`config.mk`:
```
export PLATFORM = sky130hd
export DESIGN_NAME = radial_sector_selector
export DESIGN_NICKNAME = d
export VERILOG_FILES = /design/src/rss_pkg.sv /design/src/rss_cordic.sv /design/src/radial_sector_selector.sv
export SDC_FILE = /design/constraint.sdc
export NUM_CORES = 2
export LEC_CHECK = 0
export BUFFER_PORTS_ARGS = -buffer_cell sky130_fd_sc_hd__buf_2
export CAP_MARGIN = 0
export CORE_MARGIN = 2
export CORE_UTILIZATION = 70
export CTS_BUF_LIST = sky130_fd_sc_hd__clkbuf_8
export DETAILED_ROUTE_END_ITERATION = 10
export HOLD_SLACK_MARGIN = 0.02
export PLACE_DENSITY = 0.95
export SLEW_MARGIN = 20
export SYNTH_ARGS = -nofsm -noshare
export SYNTH_HDL_FRONTEND = slang
export SYNTH_SLANG_ARGS = --single-unit
```
`constraint.sdc`:
```
create_clock -name clk -period 20.8 [get_ports clk]
set_input_delay 2.08 -clock clk [delete_from_list [all_inputs] [get_ports clk]]
set_output_delay 2.08 -clock clk [all_outputs]
set_load 0.01 [all_outputs]
```
`src/rss_pkg.sv`:
```
package rss_pkg;

  // Sequencer states, one-hot.
  typedef enum logic [7:0] {
    ST_IDLE = 8'b0000_0001,
    ST_MUL  = 8'b0000_0010,
    ST_SUM  = 8'b0000_0100,
    ST_SQR  = 8'b0000_1000,
    ST_SQRT = 8'b0001_0000,
    ST_DIV  = 8'b0010_0000,
    ST_ANG  = 8'b0100_0000,
    ST_OUT  = 8'b1000_0000
  } state_t;

  // Configuration register indexes.
  localparam logic [1:0] REG_SENS  = 2'd0;
  localparam logic [1:0] REG_THR   = 2'd1;
  localparam logic [1:0] REG_HYST  = 2'd2;
  localparam logic [1:0] REG_COUNT = 2'd3;

  // Input operation codes.
  localparam logic OP_MOVE  = 1'b0;
  localparam logic OP_CLEAR = 1'b1;

  // Number of entries in the arctangent table.
  localparam int AtanEntries = 24;

  // Arctangent of 2^-i in units of 2^32 per turn.
  function automatic logic [31:0] atan_turn(input logic [4:0] idx);
    logic [31:0] v;
    unique case (idx)
      5'd0:  v = 32'd536870912;
      5'd1:  v = 32'd316933406;
      5'd2:  v = 32'd167458907;
      5'd3:  v = 32'd85004756;
      5'd4:  v = 32'd42667331;
      5'd5:  v = 32'd21354465;
      5'd6:  v = 32'd10679838;
      5'd7:  v = 32'd5340245;
      5'd8:  v = 32'd2670163;
      5'd9:  v = 32'd1335087;
      5'd10: v = 32'd667544;
      5'd11: v = 32'd333772;
      5'd12: v = 32'd166886;
      5'd13: v = 32'd83443;
      5'd14: v = 32'd41722;
      5'd15: v = 32'd20861;
      5'd16: v = 32'd10430;
      5'd17: v = 32'd5215;
      5'd18: v = 32'd2608;
      5'd19: v = 32'd1304;
      5'd20: v = 32'd652;
      5'd21: v = 32'd326;
      5'd22: v = 32'd163;
      5'd23: v = 32'd81;
      default: v = 32'd0;
    endcase
    return v;
  endfunction

endpackage

```
`src/rss_cordic.sv`:
```
module rss_cordic #(
  parameter int CORDIC_STEPS = 16
) (
  input  logic               clk,
  input  logic               rst_n,
  input  logic               start,
  input  logic signed [16:0] x_in,
  input  logic signed [16:0] y_in,
  output logic               done,
  output logic [15:0]        angle
);

  localparam int NStep = (CORDIC_STEPS < rss_pkg::AtanEntries) ? CORDIC_STEPS
                                                                : rss_pkg::AtanEntries;
  localparam logic [4:0] LastIt = 5'(NStep - 1);

  logic signed [32:0] xc_r, xc_nxt, yc_r, yc_nxt;
  logic [31:0]        z_r, z_nxt;
  logic [4:0]         it_r, it_nxt;
  logic               busy_r, busy_nxt;
  logic               zero_r, zero_nxt;
  logic               done_r, done_nxt;
  logic [15:0]        angle_r, angle_nxt;
  logic signed [32:0] xs, ys, xsh, ysh;
  logic [31:0]        zr;

  // One rotation per cycle; the shift follows the iteration count.
  always_comb begin
    xc_nxt    = xc_r;
    yc_nxt    = yc_r;
    z_nxt     = z_r;
    it_nxt    = it_r;
    busy_nxt  = busy_r;
    zero_nxt  = zero_r;
    done_nxt  = 1'b0;
    angle_nxt = angle_r;
    xs        = 33'(x_in) <<< 14;
    ys        = 33'(y_in) <<< 14;
    xsh       = xc_r >>> it_r;
    ysh       = yc_r >>> it_r;
    zr        = z_r + 32'h0000_8000;
    if (start) begin
      // Fold the left half plane onto the right one.
      if (x_in < 0) begin
        xc_nxt = -xs;
        yc_nxt = -ys;
        z_nxt  = 32'h8000_0000;
      end else begin
        xc_nxt = xs;
        yc_nxt = ys;
        z_nxt  = 32'd0;
      end
      zero_nxt = (x_in == 17'sd0) && (y_in == 17'sd0);
      it_nxt   = 5'd0;
      busy_nxt = 1'b1;
    end else if (busy_r) begin
      if (!yc_r[32]) begin
        xc_nxt = xc_r + ysh;
        yc_nxt = yc_r - xsh;
        z_nxt  = z_r + rss_pkg::atan_turn(it_r);
      end else begin
        xc_nxt = xc_r - ysh;
        yc_nxt = yc_r + xsh;
        z_nxt  = z_r - rss_pkg::atan_turn(it_r);
      end
      it_nxt = it_r + 5'd1;
      if (it_r == LastIt) begin
        busy_nxt = 1'b0;
        done_nxt = 1'b1;
        zr       = z_nxt + 32'h0000_8000;
        angle_nxt = zero_r ? 16'd0 : zr[31:16];
      end
    end
  end

  always_ff @(posedge clk) begin
    if (!rst_n) begin
      busy_r <= 1'b0;
      done_r <= 1'b0;
    end else begin
      busy_r <= busy_nxt;
      done_r <= done_nxt;
    end
    xc_r    <= xc_nxt;
    yc_r    <= yc_nxt;
    z_r     <= z_nxt;
    it_r    <= it_nxt;
    zero_r  <= zero_nxt;
    angle_r <= angle_nxt;
  end

  assign done  = done_r;
  assign angle = angle_r;

endmodule

```
`src/radial_sector_selector.sv`:
```
// Channel | Direction | Handshake                        | Payload
// in_     | input     | in_tvalid / in_tready            | tuser operation, tdata deltas
// out_    | output    | out_tvalid / out_tready          | tdata angle, length, selection
// cfg_    | input     | cfg_psel / cfg_penable / pready  | four registers at 4*index
//
// A move item takes a serial gain multiply, a sum step, serial squaring, a serial square
// root, a division when the cursor leaves the unit circle, then CORDIC_STEPS (at most
// 24) rotations and the handoff. A clear item goes straight to the handoff.
// Reset is synchronous and active low; it restores the register defaults and clears
// the cursor and selection. A result that is not taken holds the block before its
// output register; input is taken only when the sequencer is idle.
module radial_sector_selector #(
  parameter int MAX_SECTORS  = 16,
  parameter int CORDIC_STEPS = 16
) (
  input  logic        clk,
  input  logic        rst_n,
  input  logic        in_tvalid,
  output logic        in_tready,
  input  logic [31:0] in_tdata,    // delta_x [15:0], delta_y [31:16]
  input  logic        in_tuser,    // operation [0]
  output logic        out_tvalid,
  input  logic        out_tready,
  output logic [39:0] out_tdata,   // pointer_angle [15:0], pointer_length [31:16],
                                   // selection_valid [32], selected_sector [36:33]
  input  logic        cfg_psel,
  input  logic        cfg_penable,
  input  logic        cfg_pwrite,
  input  logic [3:0]  cfg_paddr,
  input  logic [31:0] cfg_pwdata,
  output logic [31:0] cfg_prdata,
  output logic        cfg_pready
);

  localparam int CapInt = (MAX_SECTORS < 16) ? MAX_SECTORS : 16;
  localparam logic [4:0] Cap = 5'(CapInt);

  rss_pkg::state_t state_r, state_nxt;

  // Configuration registers.
  logic [15:0] sens_r, thr_r, hyst_r;
  logic [4:0]  count_r;
  logic        cfg_wr;

  // Persistent state.
  logic signed [16:0] cur_x_r, cur_x_nxt, cur_y_r, cur_y_nxt;
  logic               held_r, held_nxt;
  logic [3:0]         sect_r, sect_nxt;

  // Datapath registers.
  logic [4:0]         cnt_r, cnt_nxt;
  logic signed [32:0] dx_mc_r, dx_mc_nxt, dy_mc_r, dy_mc_nxt;
  logic signed [32:0] px_r, px_nxt, py_r, py_nxt;
  logic [15:0]        sens_sh_r, sens_sh_nxt;
  logic signed [25:0] xv_r, xv_nxt, yv_r, yv_nxt;
  logic [24:0]        ax_sh_r, ax_sh_nxt, ay_sh_r, ay_sh_nxt;
  logic [49:0]        ax_mc_r, ax_mc_nxt, ay_mc_r, ay_mc_nxt;
  logic [49:0]        s_r, s_nxt, sq_s_r, sq_s_nxt;
  logic               big_r, big_nxt;
  logic [25:0]        rem_r, rem_nxt;
  logic [24:0]        root_r, root_nxt, m_r, m_nxt;
  logic [25:0]        rx_r, rx_nxt, ry_r, ry_nxt;
  logic [15:0]        qx_r, qx_nxt, qy_r, qy_nxt;
  logic [15:0]        len_r, len_nxt;
  logic               clr_r, clr_nxt;
  logic               start_r, start_nxt;

  // Output register.
  logic               ov_r, ov_nxt;
  logic [39:0]        od_r, od_nxt;

  // Combinational helpers.
  logic signed [32:0] sx, sy;
  logic [24:0]        ax, ay;
  logic [27:0]        rem_in, trial;
  logic [26:0]        tx, ty;
  logic               bx, by;
  logic               ang_done;
  logic [15:0]        ang;
  logic [4:0]         cnt_eff;
  logic signed [17:0] dead;
  logic [15:0]        u;
  logic [20:0]        prod;
  logic [21:0]        prod_r;
  logic [4:0]         vsec;
  logic               sel;

  assign cfg_wr     = cfg_psel && cfg_penable && cfg_pwrite && cfg_pready;
  assign cfg_pready = 1'b1;

  // Register read.
  always_comb begin
    unique case (cfg_paddr[3:2])
      rss_pkg::REG_SENS:  cfg_prdata = {16'd0, sens_r};
      rss_pkg::REG_THR:   cfg_prdata = {16'd0, thr_r};
      rss_pkg::REG_HYST:  cfg_prdata = {16'd0, hyst_r};
      rss_pkg::REG_COUNT: cfg_prdata = {27'd0, count_r};
      default:            cfg_prdata = 32'd0;
    endcase
  end

  // Register write.
  always_ff @(posedge clk) begin
    if (!rst_n) begin
      sens_r  <= 16'd256;
      thr_r   <= 16'd16384;
      hyst_r  <= 16'd3277;
      count_r <= 5'd0;
    end else if (cfg_wr) begin
      unique case (cfg_paddr[3:2])
        rss_pkg::REG_SENS:  sens_r  <= cfg_pwdata[15:0];
        rss_pkg::REG_THR:   thr_r   <= cfg_pwdata[15:0];
        rss_pkg::REG_HYST:  hyst_r  <= cfg_pwdata[15:0];
        rss_pkg::REG_COUNT: count_r <= cfg_pwdata[4:0];
        default: ;
      endcase
    end
  end

  rss_cordic #(
    .CORDIC_STEPS(CORDIC_STEPS)
  ) u_cordic (
    .clk   (clk),
    .rst_n (rst_n),
    .start (start_r),
    .x_in  (cur_x_r),
    .y_in  (cur_y_r),
    .done  (ang_done),
    .angle (ang)
  );

  assign in_tready = (state_r == rss_pkg::ST_IDLE);

  // Sector selection from the finished angle and length.
  always_comb begin
    cnt_eff = (count_r > Cap) ? Cap : count_r;
    dead    = held_r ? (18'(thr_r) - 18'(hyst_r)) : 18'(thr_r);
    u       = 16'd16384 - ang;
    prod    = 21'(u) * 21'(cnt_eff);
    prod_r  = 22'(prod) + 22'd32768;
    vsec    = prod_r[20:16];
    sel     = ($signed({2'b00, len_r}) >= dead) && (cnt_eff != 5'd0);
    if (vsec == cnt_eff) begin
      vsec = 5'd0;
    end
  end

  // Sequencer and serial datapath.
  always_comb begin
    state_nxt   = state_r;
    cur_x_nxt   = cur_x_r;
    cur_y_nxt   = cur_y_r;
    held_nxt    = held_r;
    sect_nxt    = sect_r;
    cnt_nxt     = cnt_r + 5'd1;
    dx_mc_nxt   = dx_mc_r <<< 1;
    dy_mc_nxt   = dy_mc_r <<< 1;
    px_nxt      = px_r;
    py_nxt      = py_r;
    sens_sh_nxt = sens_sh_r >> 1;
    xv_nxt      = xv_r;
    yv_nxt      = yv_r;
    ax_sh_nxt   = ax_sh_r >> 1;
    ay_sh_nxt   = ay_sh_r >> 1;
    ax_mc_nxt   = ax_mc_r << 1;
    ay_mc_nxt   = ay_mc_r << 1;
    s_nxt       = s_r;
    sq_s_nxt    = sq_s_r << 2;
    big_nxt     = big_r;
    rem_nxt     = rem_r;
    root_nxt    = root_r;
    m_nxt       = m_r;
    rx_nxt      = rx_r;
    ry_nxt      = ry_r;
    qx_nxt      = qx_r;
    qy_nxt      = qy_r;
    len_nxt     = len_r;
    clr_nxt     = clr_r;
    start_nxt   = 1'b0;
    ov_nxt      = ov_r;
    od_nxt      = od_r;

    sx     = (px_r + 33'sd128) >>> 8;
    sy     = (py_r + 33'sd128) >>> 8;
    ax     = '0;
    ay     = '0;
    rem_in = {rem_r, sq_s_r[49:48]};
    trial  = {1'b0, root_r, 2'b01};
    tx     = {1'b0, rx_r} - {2'b00, m_r};
    ty     = {1'b0, ry_r} - {2'b00, m_r};
    bx     = !tx[26];
    by     = !ty[26];

    // A taken result frees the output register.
    if (ov_r && out_tready) begin
      ov_nxt = 1'b0;
    end

    unique case (state_r)
      rss_pkg::ST_IDLE: begin
        cnt_nxt = 5'd0;
        if (in_tvalid) begin
          if (in_tuser == rss_pkg::OP_CLEAR) begin
            cur_x_nxt = '0;
            cur_y_nxt = '0;
            held_nxt  = 1'b0;
            sect_nxt  = 4'd0;
            clr_nxt   = 1'b1;
            state_nxt = rss_pkg::ST_OUT;
          end else begin
            dx_mc_nxt   = 33'($signed(in_tdata[15:0]));
            dy_mc_nxt   = 33'($signed(in_tdata[31:16]));
            sens_sh_nxt = sens_r;
            px_nxt      = '0;
            py_nxt      = '0;
            clr_nxt     = 1'b0;
            state_nxt   = rss_pkg::ST_MUL;
          end
        end
      end

      // Gain multiply, one sensitivity bit per cycle.
      rss_pkg::ST_MUL: begin
        if (sens_sh_r[0]) begin
          px_nxt = px_r + dx_mc_r;
          py_nxt = py_r + dy_mc_r;
        end
        if (cnt_r == 5'd15) begin
          state_nxt = rss_pkg::ST_SUM;
        end
      end

      // Round the scaled deltas and move the cursor.
      rss_pkg::ST_SUM: begin
        xv_nxt    = 26'(cur_x_r) + sx[25:0];
        yv_nxt    = 26'(cur_y_r) - sy[25:0];
        ax        = xv_nxt[25] ? 25'(-xv_nxt) : xv_nxt[24:0];
        ay        = yv_nxt[25] ? 25'(-yv_nxt) : yv_nxt[24:0];
        ax_sh_nxt = ax;
        ay_sh_nxt = ay;
        ax_mc_nxt = 50'(ax);
        ay_mc_nxt = 50'(ay);
        s_nxt     = '0;
        cnt_nxt   = 5'd0;
        state_nxt = rss_pkg::ST_SQR;
      end

      // Sum of squares, one multiplier bit per cycle for both axes.
      rss_pkg::ST_SQR: begin
        s_nxt = s_r + (ax_sh_r[0] ? ax_mc_r : 50'd0) + (ay_sh_r[0] ? ay_mc_r : 50'd0);
        if (cnt_r == 5'd24) begin
          sq_s_nxt  = s_nxt;
          big_nxt   = s_nxt > 50'd1073741824;
          rem_nxt   = '0;
          root_nxt  = '0;
          cnt_nxt   = 5'd0;
          state_nxt = rss_pkg::ST_SQRT;
        end
      end

      // Restoring square root, two radicand bits per cycle.
      rss_pkg::ST_SQRT: begin
        if (rem_in >= trial) begin
          rem_nxt  = 26'(rem_in - trial);
          root_nxt = {root_r[23:0], 1'b1};
        end else begin
          rem_nxt  = rem_in[25:0];
          root_nxt = {root_r[23:0], 1'b0};
        end
        if (cnt_r == 5'd24) begin
          cnt_nxt = 5'd0;
          if (big_r) begin
            m_nxt     = root_nxt + 25'(rem_nxt != 26'd0);
            rx_nxt    = xv_r[25] ? 26'(-xv_r) : 26'(xv_r);
            ry_nxt    = yv_r[25] ? 26'(-yv_r) : 26'(yv_r);
            qx_nxt    = '0;
            qy_nxt    = '0;
            len_nxt   = 16'd32768;
            state_nxt = rss_pkg::ST_DIV;
          end else begin
            cur_x_nxt = xv_r[16:0];
            cur_y_nxt = yv_r[16:0];
            len_nxt   = root_nxt[15:0];
            start_nxt = 1'b1;
            state_nxt = rss_pkg::ST_ANG;
          end
        end
      end

      // Scale back onto the unit circle, one quotient bit per cycle.
      rss_pkg::ST_DIV: begin
        rx_nxt = (bx ? tx[25:0] : rx_r) << 1;
        ry_nxt = (by ? ty[25:0] : ry_r) << 1;
        qx_nxt = {qx_r[14:0], bx};
        qy_nxt = {qy_r[14:0], by};
        if (cnt_r == 5'd15) begin
          cur_x_nxt = xv_r[25] ? -$signed({1'b0, qx_nxt}) : $signed({1'b0, qx_nxt});
          cur_y_nxt = yv_r[25] ? -$signed({1'b0, qy_nxt}) : $signed({1'b0, qy_nxt});
          start_nxt = 1'b1;
          state_nxt = rss_pkg::ST_ANG;
        end
      end

      // Wait for the angle.
      rss_pkg::ST_ANG: begin
        if (ang_done) begin
          state_nxt = rss_pkg::ST_OUT;
        end
      end

      // Select the sector and hand the transfer to the output register.
      rss_pkg::ST_OUT: begin
        if (!ov_r || out_tready) begin
          ov_nxt = 1'b1;
          if (clr_r) begin
            od_nxt = '0;
          end else begin
            held_nxt = sel;
            sect_nxt = sel ? vsec[3:0] : 4'd0;
            od_nxt   = {3'd0, sect_nxt, sel, len_r, ang};
          end
          state_nxt = rss_pkg::ST_IDLE;
        end
      end

      default: state_nxt = rss_pkg::ST_IDLE;
    endcase
  end

  always_ff @(posedge clk) begin
    if (!rst_n) begin
      state_r <= rss_pkg::ST_IDLE;
      cur_x_r <= '0;
      cur_y_r <= '0;
      held_r  <= 1'b0;
      sect_r  <= 4'd0;
      start_r <= 1'b0;
      ov_r    <= 1'b0;
    end else begin
      state_r <= state_nxt;
      cur_x_r <= cur_x_nxt;
      cur_y_r <= cur_y_nxt;
      held_r  <= held_nxt;
      sect_r  <= sect_nxt;
      start_r <= start_nxt;
      ov_r    <= ov_nxt;
    end
    cnt_r     <= cnt_nxt;
    dx_mc_r   <= dx_mc_nxt;
    dy_mc_r   <= dy_mc_nxt;
    px_r      <= px_nxt;
    py_r      <= py_nxt;
    sens_sh_r <= sens_sh_nxt;
    xv_r      <= xv_nxt;
    yv_r      <= yv_nxt;
    ax_sh_r   <= ax_sh_nxt;
    ay_sh_r   <= ay_sh_nxt;
    ax_mc_r   <= ax_mc_nxt;
    ay_mc_r   <= ay_mc_nxt;
    s_r       <= s_nxt;
    sq_s_r    <= sq_s_nxt;
    big_r     <= big_nxt;
    rem_r     <= rem_nxt;
    root_r    <= root_nxt;
    m_r       <= m_nxt;
    rx_r      <= rx_nxt;
    ry_r      <= ry_nxt;
    qx_r      <= qx_nxt;
    qy_r      <= qy_nxt;
    len_r     <= len_nxt;
    clr_r     <= clr_nxt;
    od_r      <= od_nxt;
  end

  assign out_tvalid = ov_r;
  assign out_tdata  = od_r;

endmodule

```
## After elaboration in Yosys (flattened, before gate mapping)

Memory sizes are Yosys's and may differ from the RTL's. A register that Yosys moved wholly into a read port is not among the register bits.
Index checks and enable logic that the tools add are counted.

- $add $sub $neg: 32
- Multipliers: 1
- Order comparisons: 5
- Equal/unequal tests: 28
- Shift-type cells: 2
- Multiplexer cells: 116
- Bitwise operators: 6
- Reductions and logical operators: 42

Operators with widths:

| cell | count |
|---|---|
| 33-bit 2-to-1 mux | 18 |
| 32-bit 2-to-1 mux | 12 |
| 26-bit 2-to-1 mux | 9 |
| 25-bit 2-to-1 mux | 8 |
| 50-bit 2-to-1 mux | 4 |
| 17-bit 2-to-1 mux | 10 |
| 26-bit case mux with 2 select lines | 3 |
| 33-bit adder | 4 |
| 33-bit case mux with 2 select lines | 2 |
| 32-bit case mux with 4 select lines | 1 |
| 17-bit case mux with 3 select lines | 2 |
| 50-bit adder | 2 |
| 50-bit case mux with 2 select lines | 1 |
| 15-bit 2-to-1 mux | 5 |
| 33-bit by 9-bit adder with 33-bit output (second input constant) | 2 |
| 31-bit negation with 33-bit output | 2 |
| 33-bit by 5-bit >>> shifter with 33-bit output | 2 |
| 33-bit subtractor | 2 |
| 8-bit 2-to-1 mux | 8 |
| 8-bit case mux with 8 select lines | 1 |
| 15-bit case mux with 2 select lines | 2 |
| 26-bit by 25-bit subtractor with 27-bit output | 2 |
| 26-bit negation | 2 |
| 50-bit by 31-bit > comparator with 1-bit output (second input constant) | 1 |
| 59 further kinds | 127 |

- Register bits after elaboration: 891
- Bits in read-only memories: 1920
- Output and inout bits: 75
- Word-level logic and storage cells: 289
- Memories kept: 2

Memory list:

| name | words | width | read ports | clocked after Yosys merged registers in | wr ports | RTL line | text |
|---|---|---|---|---|---|---|---|
| (no name shown) | 32 | 30 | 1 | 1 | 0 | rss_pkg.sv:31 | `unique case (idx)` |
| (no name shown) | 32 | 30 | 1 | 1 | 0 | rss_pkg.sv:31 |  |

## Depth between registers and ports, before layout

- Depth in word-level cells: 9
- Gate-level depth with buffers: 30
- Depth with buffers taken out: 26

## Hierarchy

A second synthesis with hierarchy kept.

- Cells, all modules: 7385
- Area, all modules: 66441.2 um2

By module, submodules not included:

| module | times used | cells an instance | area each (um2) | seq. area each (um2) |
|---|---|---|---|---|
| radial_sector_selector | 1 | 5270 | 47754.6 | 19148.4 |
| rss_cordic | 1 | 2115 | 18686.7 | 4194.0 |

## Least setup slack after synthesis

No wires, ideal clock.

- Kind: flip-flop to flip-flop
- Start: reg u_cordic.angle_r[3] (netlist: u_cordic.angle[3])
- End: reg od_r[33] (netlist: out_tdata[33]), data pin
- Library setup time: 0.276 ns
- Arrival time: 6.410 ns
- Setup slack: 14.114 ns
- Stages on the path, launching flop included: 22
- Buffers on the path: 0
- Cells stage by stage: edfxtp_1 > or3_1 > or3b_2 > or3_1 > or3_1 > xnor2_1 > nor2_1 > fa_1 > fa_1 > inv_1 > fa_1 > inv_1 > ha_1 > nor2b_1 > a311oi_1 > nor2_1 > a311oi_1 > o21bai_1 > a21oi_1 > xnor3_1 > o41ai_1 > nor2_1

- Cells in the longest elaborated chain, start to end: 5

RTL lines:

| element | RTL line | text |
|---|---|---|
| from (decl) | rss_cordic.sv:23 | `logic [15:0] angle_r, angle_nxt;` |
| from (signal assigned) | rss_cordic.sv:89 | `angle_r <= angle_nxt;` |
| 15-bit by 16-bit subtractor with 16-bit output * | radial_sector_selector.sv:138 | `u = 16'd16384 - ang;` |
| 16-bit by 5-bit multiplier with 21-bit output * | radial_sector_selector.sv:139 | `prod = 21'(u) * 21'(cnt_eff);` |
| 21-bit by 16-bit adder with 21-bit output * | radial_sector_selector.sv:140 | `prod_r = 22'(prod) + 22'd32768;` |
| 5-bit == test | radial_sector_selector.sv:143 | `if (vsec == cnt_eff) begin` |
| 3-bit OR reduction (no source line) | n/a |  |
| to (signal assigned) | radial_sector_selector.sv:372 | `od_r <= od_nxt;` |
| to (decl) | radial_sector_selector.sv:70 | `logic [39:0] od_r, od_nxt;` |

Mark *: on every way between the ends. The rest lies on a longest branch, timed or not.
A chain may end at the register's enable or synchronous reset.

## Final worst setup path

- Start: reg u_cordic.angle_r[0] (netlist: u_cordic.angle[0])
- End: reg od_r[33] (netlist: out_tdata[33]), data pin

Same word-level chain as after synthesis.

==> summary.md <==
| Metric | Value |
|---|---|
| Status | `completed` |
| Placed cell area | `0.0675 mm2` |
| Synth Flop Type | `edfxtp_1` |
| Crit path capture type | `flop` |
| Post-route ant nets | `0` |
| Yosys warnings | `0` |
| Clock period minus worst slack | `7.74 ns` |
| CP cell instances | `inv_1, ha_1, or3b_2, or3_1, or3_1, xnor2_1, nor2_1, fa_1, fa_1, inv_1, fa_1, inv_1, ha_1, nor2b_1, a311oi_1, nor2_1, a311oi_1, o21bai_1, a21oi_1, xnor3_1, o41ai_1, nor2_1` |
| Fin Setup TNS | `0 ns` |
| Flops & latches, synth | `918` |
| DRC | `0` |
| Ports | `151` |
| RSZ-0062 raised after global routing | `no` |
| Row count | `112` |
| Top-area cell type share of the netlist area | `22.5%` |
| CTS Hold Bufs | `0` |
| Worst setup margin | `around 13 ns` |
| # setup viols final | `0` |
| Post-CTS sizing | `0` |
| Clk_lat worst skew | `0.88 ns` |
| Design area | `0.0707 mm2` |
| Period utilization | `37.2%` |
| Ys async rst share | `0%` |
| Max VDD drop | `0.105 mV` |
| Static Leak | `a little under 30 nW` |
| Core box area | `0.0935 mm2` |
| Vias/cell | `~6.7` |
| FMAX | `129 MHz` |
| Cell taking the most area after synthesis | `edfxtp_1` |
| Final wirelength | `182,000 um` |
| Syn-to-layout area delta | `6.79%` |
| DIE HEIGHT | `312 um` |
| CP Launch Type | `flop` |
| Die Footprint | `0.0970 mm2` |
| Crit-path max cell delay | `0.66 ns` |
| Vias in the first global route | `55,700` |
| Total Routing Usage GR | `36.3%` |
| WP data required | `21.37 ns` |
| Synthesized area per cell | `9.05 um2` |
| Fin. Hold Viols | `0` |
| Routed len/inst | `roughly 21 um` |
| Initial antenna violation count | `5` |
| Mapped Area | `0.0662 mm2` |
| Final Wtd Congestion | `0.999` |
| Clk buf depth | `3` |
| CTS tree | `done` |
| Slew Viols, Final | `0` |
| Placed cells | `8,426` |
| Post-synth EDFFs | `496` |
| Routed vias | `slightly below 60,000` |
| Post-synth top cells | `776 x nor2_1, 751 x nand2_1, 496 x edfxtp_1, 434 x ha_1, 432 x a21oi_1` |
| Initial Util | `70.8%` |
| Pre-CTS setup slack | `about 13 ns` |
| Cts bufs inserted | `152` |
| First-pass GRT wire length | `288,000 um` |
| First drt pass iteration count | `7` |
| P per Cell Area | `70.3 mW/mm2` |
| Clock root buffer | `clkbuf_8` |
| Crit path kind | `flop to flop` |
| Max H-tree Level | `4` |
| Post-CTS Repair Setup Buffers | `0` |
| Total overflow reported by the global router | `0` |
| Final std cells w/o fill | `8,712` |
| Slew @ Worst Pin | `1.15 ns` |
| Post-DP HPWL | `128,000 um` |
| Share of layout cells above drive strength 1 | `8.10%` |
| Nets | `between 7,000 and 8,000` |
| Syn Inst Count | `around 7,300` |
| Slowest-stage cell, CP | `a311oi_1` |
| Largest net degree at the start of global routing | `115` |
| Post-synthesis cell type count | `approximately 110` |
| PortBufs | `112` |
| Crit path max fanout | `6` |
| Clock Sinks | `918` |
| Sequential element share of the synthesized area | `35.3%` |
| Final Skew | `0.0421 ns` |
| Worst Hold Class | `flop to flop` |
| Max_slew headroom | `21.5%` |
| Max-Cap Viols | `0` |
| Largest cells by area after synthesis | `edfxtp_1 22%, dfxtp_1 13%, ha_1 8.2%` |
| Die Width | `just over 300 um` |
| Clock transition at path regs | `around 0.07 ns` |
| WP data arrival | `approximately 8.3 ns` |
| Count leader, synth | `nor2_1` |
| Starting DRC count in detailed routing | `8,053` |
-- layout by cell type, fill, tap and decap left out, types with 20 or more instances in the layout --
master / n
o41ai_1: 21
ha_1: 434
nor3b_1: 25
edfxtp_1: 496
conb_1: 20
a21boi_0: 55
mux4_2: 81
inv_1: 392
clkbuf_8: 184
nor2_1: 774
buf_4: 55
o31ai_1: 50
nor4_1: 41
a211oi_1: 69
mux2i_1: 102
buf_2: 112
nand2b_1: 79
dfxtp_1: 416
mux2_2: 38
nor3_1: 152
nand3_1: 134
o21a_1: 88
o21ai_0: 391
xor2_1: 229
o211ai_1: 61
or3_1: 59
a21o_1: 206
a31oi_1: 93
a2111oi_0: 20
fa_1: 102
and3_1: 70
o21bai_1: 33
nand4_1: 56
or2_2: 28
a21oi_1: 431
nand2_1: 749
a221oi_1: 26
xnor2_1: 357
and2_1: 243
nor2b_1: 101
-- report_power, final --
group / internal [W] / total (W) / switching, W
Clock: 0.000863 / 0.00167 / 0.000805
Sequential: 0.00202 / 0.00212 / 0.0000976
Combinational: 0.000449 / 0.00118 / 0.000730
Total: 0.00333 / 0.00497 / 0.00163
-- logic make-up (layout without fill, tap and decap cells) --
kind of cell,Yosys count,after routing,synth area share (%)
AOI/OAI and AO/OA,1749,1749,17.2
other,2,22,0.0113
and+or+nand+nor,2617,2617,18.8
DFF,918,918,35.3
buffers and inverters,669,790,4.02
xor gates and xnor gates,587,587,7.79
muxes,239,239,5.66
adders and majority gates,536,536,11.3
-- final timing paths --
kind                                    from                           to  slack [ns]  cells past startpoint
min                       sq_s_r[23]$_DFF_P_           sq_s_r[25]$_DFF_P_        0.41                      2
max reg2reg  u_cordic.angle[0]$_SDFFCE_PP0P_  out_tdata[33]$_SDFFCE_PP0P_       13.06                     22
max          u_cordic.angle[0]$_SDFFCE_PP0P_  out_tdata[33]$_SDFFCE_PP0P_       13.06                     22
min reg2reg               sq_s_r[23]$_DFF_P_           sq_s_r[25]$_DFF_P_        0.41                      2
-- routing by layer --
metal / share of wire [%] / global-route usage, % / vias to the layer above
met3: 9.9 / 6.53 / 758
li1: - / - / 26300
met1: 38 / 46.6 / 27500
met2: 46 / 58.7 / 3559
met4: 5.5 / 18.7 / 6
met5: 0.022 / 0 / -
-- through the flow --
stage	hold slack [ns]	utilization [%]	total power [W]
final	0.406	75.6	0.00497
after global routing	0.427	75.6	0.00514
after CTS	0.397	75.6	0.00492
after detailed placement	0.408	72.2	0.00327
after global placement	0.404	72.2	0.00321
after floorplan	0.392	-	0.00297
-- area by class of cell --
cell class / count / area [um2]
multi-input cells: 5748 / 40300
flip-flops and latches: 918 / 23400
fillers: 5966 / 22800
clock buffers: 184 / 2530
well taps: 1254 / 1570
inverters: 339 / 1270
repair buffers: 168 / 993
clock inverters: 99 / 616
diodes: 2 / 5.00
-- critical path, delay by kind of cell (launching register included) --
kind / cells / cell delay, ns
fa+ha+maj: 5 / 2.11
simple gates: 7 / 1.72
compound gates: 5 / 2.12
xor+xnor: 2 / 0.75
buf+inv: 3 / 0.27
flops: 1 / 0.49
-- registers in the layout, summed over array words and instances, names as in the netlist, 32 cells and up, named ones only --
name           count
ax_mc_r           50
u_cordic.yc_r     33
px_r              33
ay_mc_r           50
sq_s_r            50
dy_mc_r           33
py_r              33
dx_mc_r           33
u_cordic.z_r      32
u_cordic.xc_r     33
out_tdata         37
s_r               50
No activity file was read; power rests on OpenSTA's default activity.
